**config.mk**
```make
export PLATFORM = sky130hd
export DESIGN_NAME = gf2_16_field_arith_unit_top
export DESIGN_NICKNAME = d
export VERILOG_FILES = /design/src/design/gf16_pkg.sv /design/src/design/gf16_datapath.sv /design/src/design/gf16_ctrl.sv /design/src/design/gf2_16_field_arith_unit_top.sv
export VERILOG_INCLUDE_DIRS = /design/src /design/src/design
export SDC_FILE = /design/constraint.sdc
export NUM_CORES = 1
export LEC_CHECK = 0
export BUFFER_PORTS_ARGS = -buffer_cell sky130_fd_sc_hd__buf_2
export CAP_MARGIN = 40
export CORE_MARGIN = 3
export CORE_UTILIZATION = 54
export CTS_CLUSTER_DIAMETER = 60
export DETAILED_ROUTE_END_ITERATION = 6
export PLACE_DENSITY_LB_ADDON = 0.3
export SKIP_LAST_GASP = 1
export SLEW_MARGIN = 10
export SYNTH_ARGS = -nofsm -noshare
export SYNTH_HDL_FRONTEND = slang
export SYNTH_HIERARCHICAL = 1
export SYNTH_SLANG_ARGS = --single-unit
export TNS_END_PERCENT = 5
```
**constraint.sdc**
```tcl
create_clock -name clk -period 3.53 [get_ports clk]
set_input_delay 0.1765 -clock clk [delete_from_list [all_inputs] [get_ports clk]]
set_output_delay 0.1765 -clock clk [all_outputs]
set_load 0.05 [all_outputs]
```
**src/design/assert_macros.svh**
```systemverilog
// Assertion helpers for the RTL files; only the top-level file includes them.
`ifndef ASSERT_MACROS_SVH
`define ASSERT_MACROS_SVH

// Check a property on every rising edge of clk; skip it while reset is low.
`define ASSERT_CLK(label, prop, msg) \
  label: assert property (@(posedge clk) disable iff (!rst_n) (prop)) \
    else $error(msg);

// Flag a condition that must never be true at a clock edge out of reset.
`define ASSERT_NEVER(label, cond, msg) \
  `ASSERT_CLK(label, !(cond), msg)

`endif

```
**src/design/gf16_pkg.sv**
```systemverilog
`default_nettype none

package gf16_pkg;

  localparam int FE_W = 16;

  localparam logic [FE_W-1:0] GF_REDUCE_LOW = 16'h002B;
  localparam logic [FE_W-1:0] GF_INV_EXP    = 16'hFFFE;

  localparam logic [1:0] KIND_MUL = 2'd0;
  localparam logic [1:0] KIND_POW = 2'd1;
  localparam logic [1:0] KIND_INV = 2'd2;

  typedef enum logic [2:0] {
    ST_IDLE,
    ST_MUL,
    ST_ACC,
    ST_SQR,
    ST_DONE
  } state_t;

  // Commands from the controller to the datapath.
  typedef struct packed {
    logic load;
    logic acc_step;
    logic sqr_step;
    logic emit;
  } ctl_cmd_t;

  // Status from the datapath to the controller.
  typedef struct packed {
    logic exp_lsb;
    logic last;
    logic out_free;
  } dp_sts_t;

  // Carry-less product folded twice modulo x^16+x^5+x^3+x+1.
  function automatic logic [FE_W-1:0] gf_mul(input logic [FE_W-1:0] x,
                                             input logic [FE_W-1:0] y);
    logic [2*FE_W-2:0] prod;
    logic [FE_W+3:0]   fold;
    logic [FE_W-1:0]   r;
    prod = '0;
    for (int i = 0; i < FE_W; i++) begin
      if (y[i]) prod = prod ^ ({{(FE_W-1){1'b0}}, x} << i);
    end
    fold = {4'b0000, prod[FE_W-1:0]};
    for (int j = 0; j < FE_W-1; j++) begin
      if (prod[FE_W+j]) fold = fold ^ ({4'b0000, GF_REDUCE_LOW} << j);
    end
    r = fold[FE_W-1:0];
    for (int k = 0; k < 4; k++) begin
      if (fold[FE_W+k]) r = r ^ (GF_REDUCE_LOW << k);
    end
    return r;
  endfunction

endpackage

`default_nettype wire

```
**src/design/gf16_datapath.sv**
```systemverilog
`default_nettype none

module gf16_datapath (
  input  wire logic                    clk,
  input  wire logic                    rst_n,
  input  wire gf16_pkg::ctl_cmd_t      cmd,
  input  wire logic [1:0]              in_kind,
  input  wire logic [15:0]             in_operand_a,
  input  wire logic [15:0]             in_operand_b,
  input  wire logic                    out_ready,
  output gf16_pkg::dp_sts_t            sts,
  output logic                         out_valid,
  output logic [15:0]                  out_field_result
);
  import gf16_pkg::*;

  logic [FE_W-1:0] acc_r, acc_nxt;
  logic [FE_W-1:0] base_r, base_nxt;
  logic [FE_W-1:0] exp_r, exp_nxt;
  logic [3:0]      cnt_r, cnt_nxt;
  logic [FE_W-1:0] res_r, res_nxt;
  logic            out_valid_r, out_valid_nxt;
  logic [FE_W-1:0] mul_x, mul_p;

  // One shared field multiplier: square base or fold base into acc.
  assign mul_x = cmd.sqr_step ? base_r : acc_r;
  assign mul_p = gf_mul(mul_x, base_r);

  always_comb begin
    acc_nxt  = acc_r;
    base_nxt = base_r;
    exp_nxt  = exp_r;
    cnt_nxt  = cnt_r;
    if (cmd.load) begin
      base_nxt = in_operand_a;
      cnt_nxt  = '0;
      exp_nxt  = (in_kind == KIND_INV) ? GF_INV_EXP : in_operand_b;
      unique case (in_kind)
        KIND_MUL: acc_nxt = in_operand_b;
        KIND_POW,
        KIND_INV: acc_nxt = 16'h0001;
        default:  acc_nxt = '0;
      endcase
    end else if (cmd.acc_step) begin
      acc_nxt = mul_p;
    end else if (cmd.sqr_step) begin
      base_nxt = mul_p;
      exp_nxt  = exp_r >> 1;
      cnt_nxt  = cnt_r + 4'd1;
    end
  end

  always_comb begin
    res_nxt       = res_r;
    out_valid_nxt = out_valid_r;
    if (cmd.emit) begin
      res_nxt       = acc_r;
      out_valid_nxt = 1'b1;
    end else if (out_ready) begin
      out_valid_nxt = 1'b0;
    end
  end

  always_ff @(posedge clk) begin
    acc_r  <= acc_nxt;
    base_r <= base_nxt;
    exp_r  <= exp_nxt;
    cnt_r  <= cnt_nxt;
    res_r  <= res_nxt;
    if (!rst_n) begin
      out_valid_r <= 1'b0;
    end else begin
      out_valid_r <= out_valid_nxt;
    end
  end

  assign sts.exp_lsb  = exp_r[0];
  assign sts.last     = (cnt_r == 4'hF);
  assign sts.out_free = !out_valid_r || out_ready;

  assign out_valid        = out_valid_r;
  assign out_field_result = res_r;

endmodule

`default_nettype wire

```
**src/design/gf16_ctrl.sv**
```systemverilog
`default_nettype none

module gf16_ctrl (
  input  wire logic                clk,
  input  wire logic                rst_n,
  input  wire logic                in_valid,
  input  wire logic [1:0]          in_kind,
  input  wire gf16_pkg::dp_sts_t   sts,
  output logic                     in_ready,
  output gf16_pkg::ctl_cmd_t       cmd
);
  import gf16_pkg::*;

  state_t state_r, state_nxt;

  always_comb begin
    state_nxt = state_r;
    unique case (state_r)
      ST_IDLE: begin
        if (in_valid) begin
          unique case (in_kind)
            KIND_MUL:          state_nxt = ST_MUL;
            KIND_POW, KIND_INV: state_nxt = ST_ACC;
            default:           state_nxt = ST_DONE;
          endcase
        end
      end
      ST_MUL: state_nxt = ST_DONE;
      ST_ACC: state_nxt = ST_SQR;
      ST_SQR: state_nxt = sts.last ? ST_DONE : ST_ACC;
      ST_DONE: begin
        if (sts.out_free) state_nxt = ST_IDLE;
      end
      default: state_nxt = ST_IDLE;
    endcase
  end

  always_comb begin
    in_ready     = 1'b0;
    cmd          = '0;
    unique case (state_r)
      ST_IDLE: begin
        in_ready = 1'b1;
        cmd.load = in_valid;
      end
      ST_MUL:  cmd.acc_step = 1'b1;
      ST_ACC:  cmd.acc_step = sts.exp_lsb;
      ST_SQR:  cmd.sqr_step = 1'b1;
      ST_DONE: cmd.emit     = sts.out_free;
      default: ;
    endcase
  end

  always_ff @(posedge clk) begin
    if (!rst_n) begin
      state_r <= ST_IDLE;
    end else begin
      state_r <= state_nxt;
    end
  end

endmodule

`default_nettype wire

```
**src/design/gf2_16_field_arith_unit_top.sv**
```systemverilog
// Channel   Ports                                          Direction
// request   in_valid in_ready in_kind in_operand_a/_b      in
// result    out_valid out_ready out_field_result           out
//
// One request at a time: in_ready is high only in the idle state, even while a
// result waits in the output register; a stalled result holds, and the next request
// then waits before its hand-off. A multiply uses the shared multiplier once;
// power and inverse walk 16 exponent bits, each an optional multiply and a squaring
// on the one shared multiplier; an unused kind goes straight to hand-off with 0.
// Reset (rst_n low, synchronous) idles the controller and drops out_valid.
`default_nettype none
`include "assert_macros.svh"

module gf2_16_field_arith_unit_top (
  input  wire logic        clk,
  input  wire logic        rst_n,
  input  wire logic        in_valid,
  output logic             in_ready,
  input  wire logic [1:0]  in_kind,
  input  wire logic [15:0] in_operand_a,
  input  wire logic [15:0] in_operand_b,
  output logic             out_valid,
  input  wire logic        out_ready,
  output logic [15:0]      out_field_result
);
  import gf16_pkg::*;

  ctl_cmd_t cmd;
  dp_sts_t  sts;

  // Sequence load, multiply steps and result hand-off.
  gf16_ctrl u_ctrl (
    .clk      (clk),
    .rst_n    (rst_n),
    .in_valid (in_valid),
    .in_kind  (in_kind),
    .sts      (sts),
    .in_ready (in_ready),
    .cmd      (cmd)
  );

  // Hold operands, accumulator, exponent and the output register.
  gf16_datapath u_dp (
    .clk              (clk),
    .rst_n            (rst_n),
    .cmd              (cmd),
    .in_kind          (in_kind),
    .in_operand_a     (in_operand_a),
    .in_operand_b     (in_operand_b),
    .out_ready        (out_ready),
    .sts              (sts),
    .out_valid        (out_valid),
    .out_field_result (out_field_result)
  );

  // An accepted request keeps the unit busy for at least the next cycle.
  `ASSERT_CLK(a_busy_after_accept, (in_valid && in_ready) |=> !in_ready, "ready after accept")
  // Never overwrite a result that is still waiting to be taken.
  `ASSERT_NEVER(a_no_overwrite, cmd.emit && out_valid && !out_ready, "result overwritten")
  // A new result appears only as the controller hands one off.
  `ASSERT_CLK(a_valid_from_emit, $rose(out_valid) |-> $past(cmd.emit), "spurious result")

endmodule

`default_nettype wire

```
==> metrics.csv, run 1 <==
metric;value;unit
hold_viol;0;
ios;56;
cts_made_buffers;9;
grt_pass1_wl;35.6;mm
fmax;0.287;GHz
synthTopCellsByArea;edfxtp_1 (25%), xnor2_1 (17%), nand2_1 (13%), xnor3_1 (7.5%), xor2_1 (6.1%);
arrival;3.52;ns
min_period;3.48;ns
ys_ff_latch;72;
drv_slew;0;
yosys.area.top_type;edfxtp_1;
crit_slowest_cell;xnor3_2;
avgSynthCellArea;8.18;µm²
port_buffers;55;
required;3.57;ns
root_buffer;clkbuf_16;
dp_cells;1169;
clk_latency;0.32;ns
cp_max_fo;12;
grt_overflow;0;
start_kind;flop;
drt-total-wl;22.9;mm
start_util;55.8;%
synth.most_common_cell;nand2_1;
cpMostUsedCell;xnor2_2;
die_height;126;µm
synth_warnings;6;
rsz0062_at_grt;yes;
cts_tree;done;
ant_nets;0;
coreArea;14000;µm²
placed_cell_area;8450;µm²
cts_buffer_depth;2;
place_ws;0.0172;ns
syn_nets;997;
min_path_type;in -> reg;
post_drt_wl_per_cell;19.2;µm
diodes;0;
grt_use_total;28.3;%
ys_top_cells_by_count;nand2_1 (269), xnor2_1 (154), nor2_1 (82);
slew-limit-headroom;51.2;%
worstMarginPinSlew;0.731;ns
post-route-period-util;98.5;%
hold_ws;0.117;ns
drt-pass1-iter-count;5;
crit_family;XOR/XNOR gates;
ys.flop_type;edfxtp_1;
finalWeightedCongestion;1.01;
path_cells;and3b_4 -> buf_12 -> mux2_4 -> nand2_1 -> xor2_1 -> xnor2_1 -> xnor3_2 -> xnor2_2 -> xnor3_1 -> xnor2_2 -> o21ai_1;
cap_violations;0;
stdcell_count;1193;
via_per_inst;5.75;
antenna_found_initial;0;
syn2layout_area_growth;13.0;%
drt-initial-drc-count;691;
vias;6864;
die_w;126;µm
fp-row-count;43;
grt_max_degree;44;
syn_area;7800;µm²
cts.htree.levels;3;
ys_async_sr_fraction;0;%
clk_pin_slew_worst_paths;0.06;ns
synth.distinct_cells;56;
clock_skew;0.00653;ns
dp_hpwl;16.6;mm
synth_edf_count;64;
drc;0;
nNetsFinal;1052;
critPathKind;reg -> reg;
seq_area_frac_synth;26.7;%
grt_pass1_vias;6509;
cts_sinks;72;
fillCellCount;1247;
setup_viol;0;
worst_path_largest_cell_delay;0.51;ns
outcome;completed;
drive_above_1_share;17.9;%
path_buf_inv;1;
cp-end-kind;flop;
dieArea;15900;µm²
stdcell_area;8810;µm²
fin_ws;0.0517;ns
synth_top_area_share;24.6;%
synth_cells;953;
[sequential cells by signal, indices dropped and copies added, names as in the netlist]
name	count
u_dp/acc_r	16
u_dp/base_r	16
u_dp/exp_r	16
u_dp/out_field_result	16
u_dp/cnt_r	4
u_ctrl/state_r	3
u_dp/out_valid	1
[metrics by stage]
stage          utilization (%)  setup TNS (ns)
2_1_floorplan                -               0
3_3_place_gp              60.4               0
3_5_place_dp              60.4               0
4_1_cts                   62.5               0
5_1_grt                   63.0          -0.133
6_report                  63.0               0
[path summary, 6_finish.rpt]
kind | end | cells past startpoint | slack (ns) | from
worst max-delay path | u_dp/acc_r[8] | 11 | 0.05 | u_ctrl/state_r[2]
worst max register to register | u_dp/acc_r[8] | 11 | 0.05 | u_ctrl/state_r[2]
worst min-delay path | u_dp/out_valid | 2 | 0.12 | rst_n
worst min register to register | u_dp/cnt_r[1] | 2 | 0.54 | u_dp/cnt_r[1]
[layout by cell type, fill, tap and decap left out, drive strengths merged, types with 3 or more instances in the layout]
cell type / n
a21o: 14
a21oi: 46
a22o: 4
a31oi: 6
and2: 3
buf: 124
clkbuf: 12
dfxtp: 8
edfxtp: 64
ha: 6
inv: 18
mux2: 19
nand2: 269
nand2b: 3
nand3: 4
nor2: 82
nor2b: 5
nor3: 18
o211ai: 3
o21a: 12
o21ai: 10
o221ai: 3
o22ai: 11
o31ai: 3
or3: 3
xnor2: 156
xnor3: 29
xor2: 56
[metal layers]
metal	track usage, %	up-vias	wire length, µm
li1	-	3211	-
met1	39.3	3202	9470
met4	10.6	0	926
met5	0	-	0
met3	4.92	73	2140
met2	44.5	378	10400
[cells by family after synthesis]
logic type      share of synthesized area, %
compound gates                          9.85
xor+xnor                                32.9
fa+ha+maj                              0.962
buf+inv                                 5.61
flops                                   26.7
mux                                     3.29
simple gates                            20.7
[what timing repair did]
action | CTS | global route
endpoints found under the setup margin | 0 | 16
gates resized for setup | 0 | 3
hold buffers | 0 | 0
setup buffers | 0 | 7
[layout make-up]
type	instances	area, µm²	share of cell area (%)
tap	180	225	2.56
clock buffer	12	236	2.68
timing repair buffer	124	831	9.43
multi-input combinational	784	5320	60.4
clock inverter	4	53.8	0.611
inverter	17	63.8	0.724
sequential	72	2080	23.6
Power of run 1 is left out: the tool's default activity adds up to more than one toggle a clock period on the data nets, which glitch-free logic cannot reach.
==> run 2: changes to the inputs <==
BUFFER_PORTS_ARGS = unset   (was -buffer_cell sky130_fd_sc_hd__buf_2)
DONT_BUFFER_PORTS = 1   (was unset)
==> metrics.csv, run 2 (same netlist as run 1, synthesis figures left out) <==
metric;value;unit
outcome;completed;
min_period;3.43;ns
crit_family;XOR/XNOR gates;
layout_commonest_cell;nand2_1;
root_buffer;clkbuf_16;
finalWeightedCongestion;0.993;
r2r-start;u_ctrl/state_r[2];
dieArea;15900;µm²
cpMostUsedCell;xnor3_1;
via_per_inst;5.88;
port_buffers;0;
slew-limit-headroom;57.2;%
vias;6618;
hold_path_end;u_dp/acc_r[7];
cp_max_fo;13;
crit_slowest_cell;and3b_4;
cts_buffer_depth;2;
start_util;55.8;%
syn2layout_area_growth;8.69;%
setup-tns-final;0;ns
cap_violations;0;
drt-total-wl;22.7;mm
grt_max_degree;43;
grt_overflow;0;
coreArea;14000;µm²
hold_start;in_operand_b[7];
worstHoldPathCells;1;
ant_nets;0;
ios;56;
post-route-period-util;97.3;%
most-common-layout-cells;nand2_1 (269), xnor2_1 (154), nor2_1 (82), edfxtp_1 (64);
critPathKind;reg -> reg;
reg2reg_depth;11;
dp_hpwl;16.1;mm
drc;0;
min_path_type;in -> reg;
drt-initial-drc-count;796;
cts_tree;done;
cts_made_buffers;9;
ff2ff_setup_slack;0.1;ns
grt_pass1_vias;6320;
antenna_found_initial;0;
place_ws;0.103;ns
setup_viol;0;
path_cells;and3b_4 -> buf_4 -> mux2_4 -> nand2_1 -> xor2_1 -> xnor3_1 -> xnor3_2 -> xor2_2 -> xnor3_1 -> nor2b_1 -> a21o_1;
arrival;3.52;ns
fp-row-count;43;
cts_sinks;72;
fmax;0.291;GHz
worst_path_largest_cell_delay;0.44;ns
cp-end-kind;flop;
path_buf_inv;1;
start_kind;flop;
rr_endpoint;u_dp/acc_r[7];
clk_latency;0.33;ns
die_height;126;µm
clk_pin_slew_worst_paths;0.06;ns
die_w;126;µm
worstMarginPinSlew;0.642;ns
crit_cells;11;
grt_use_total;28.5;%
post_drt_wl_per_cell;20.2;µm
drive_above_1_share;12.2;%
drt-pass1-iter-count;6;
utilization;60.6;%
fillCellCount;1220;
fin_ws;0.0960;ns
required;3.62;ns
clock_skew;0.00591;ns
drv_slew;0;
nNetsFinal;985;
hold_viol;0;
grt_pass1_wl;35.5;mm
diodes;0;
cts.htree.levels;3;
[run 2: cell count changes in the layout (fill, tap and decap cells not counted), moves of 2 or more]
cell        before  now
buf_2           55    0
buf_4           66   54
clkbuf_1         3    0
clkinv_4         0    2
clkinvlp_4       2    0
[run 2: area by class of cell]
cell class	count	area (µm²)	share of cell area, %
Timing Repair Buffer	58	475	5.61
Tap cell	180	225	2.66
Clock buffer	9	225	2.66
Sequential cell	72	2080	24.6
Multi-Input combinational cell	783	5300	62.6
Inverter	17	63.8	0.753
Clock inverter	7	103	1.21
[run 2: layer usage]
layer	up-vias	routed length [µm]	global-route usage, %
li1	3064	-	-
met1	3082	9000	38.3
met2	406	10600	44.8
met3	66	2230	5.68
met4	0	916	12.3
met5	-	0	0
[run 2: worst max-delay path by stage]
stage                       from  slack (ns)        endpoint
3_5_place_dp   u_ctrl/state_r[2]        0.10   u_dp/acc_r[8]
4_1_cts        u_ctrl/state_r[2]        0.09   u_dp/acc_r[8]
6_report       u_ctrl/state_r[2]         0.1   u_dp/acc_r[7]
3_3_place_gp   u_ctrl/state_r[2]        0.13   u_dp/acc_r[8]
5_1_grt        u_ctrl/state_r[2]      -0.004  u_dp/acc_r[11]
2_1_floorplan  u_ctrl/state_r[0]        0.35   u_dp/acc_r[8]
[run 2: timing repair]
action / CTS / global route
resized for setup: 0 / 0
buffers inserted: 0 / 4
endpoints found under the setup margin: 0 / 9
hold endpoints to repair: 1 / 0
hold buffers: 1 / 0
[run 2: stage by stage]
stage                     instance area, µm²  hold slack [ns]  cells
after CTS                               8450           0.0204   1122
after detailed placement                8110            0.339   1105
after global routing                    8480           0.0222   1126
final                                   8480           0.0307   1126
after floorplan                         7800            0.330    953
after global placement                  8110            0.332   1105
Power of run 2 is left out for the same reason.
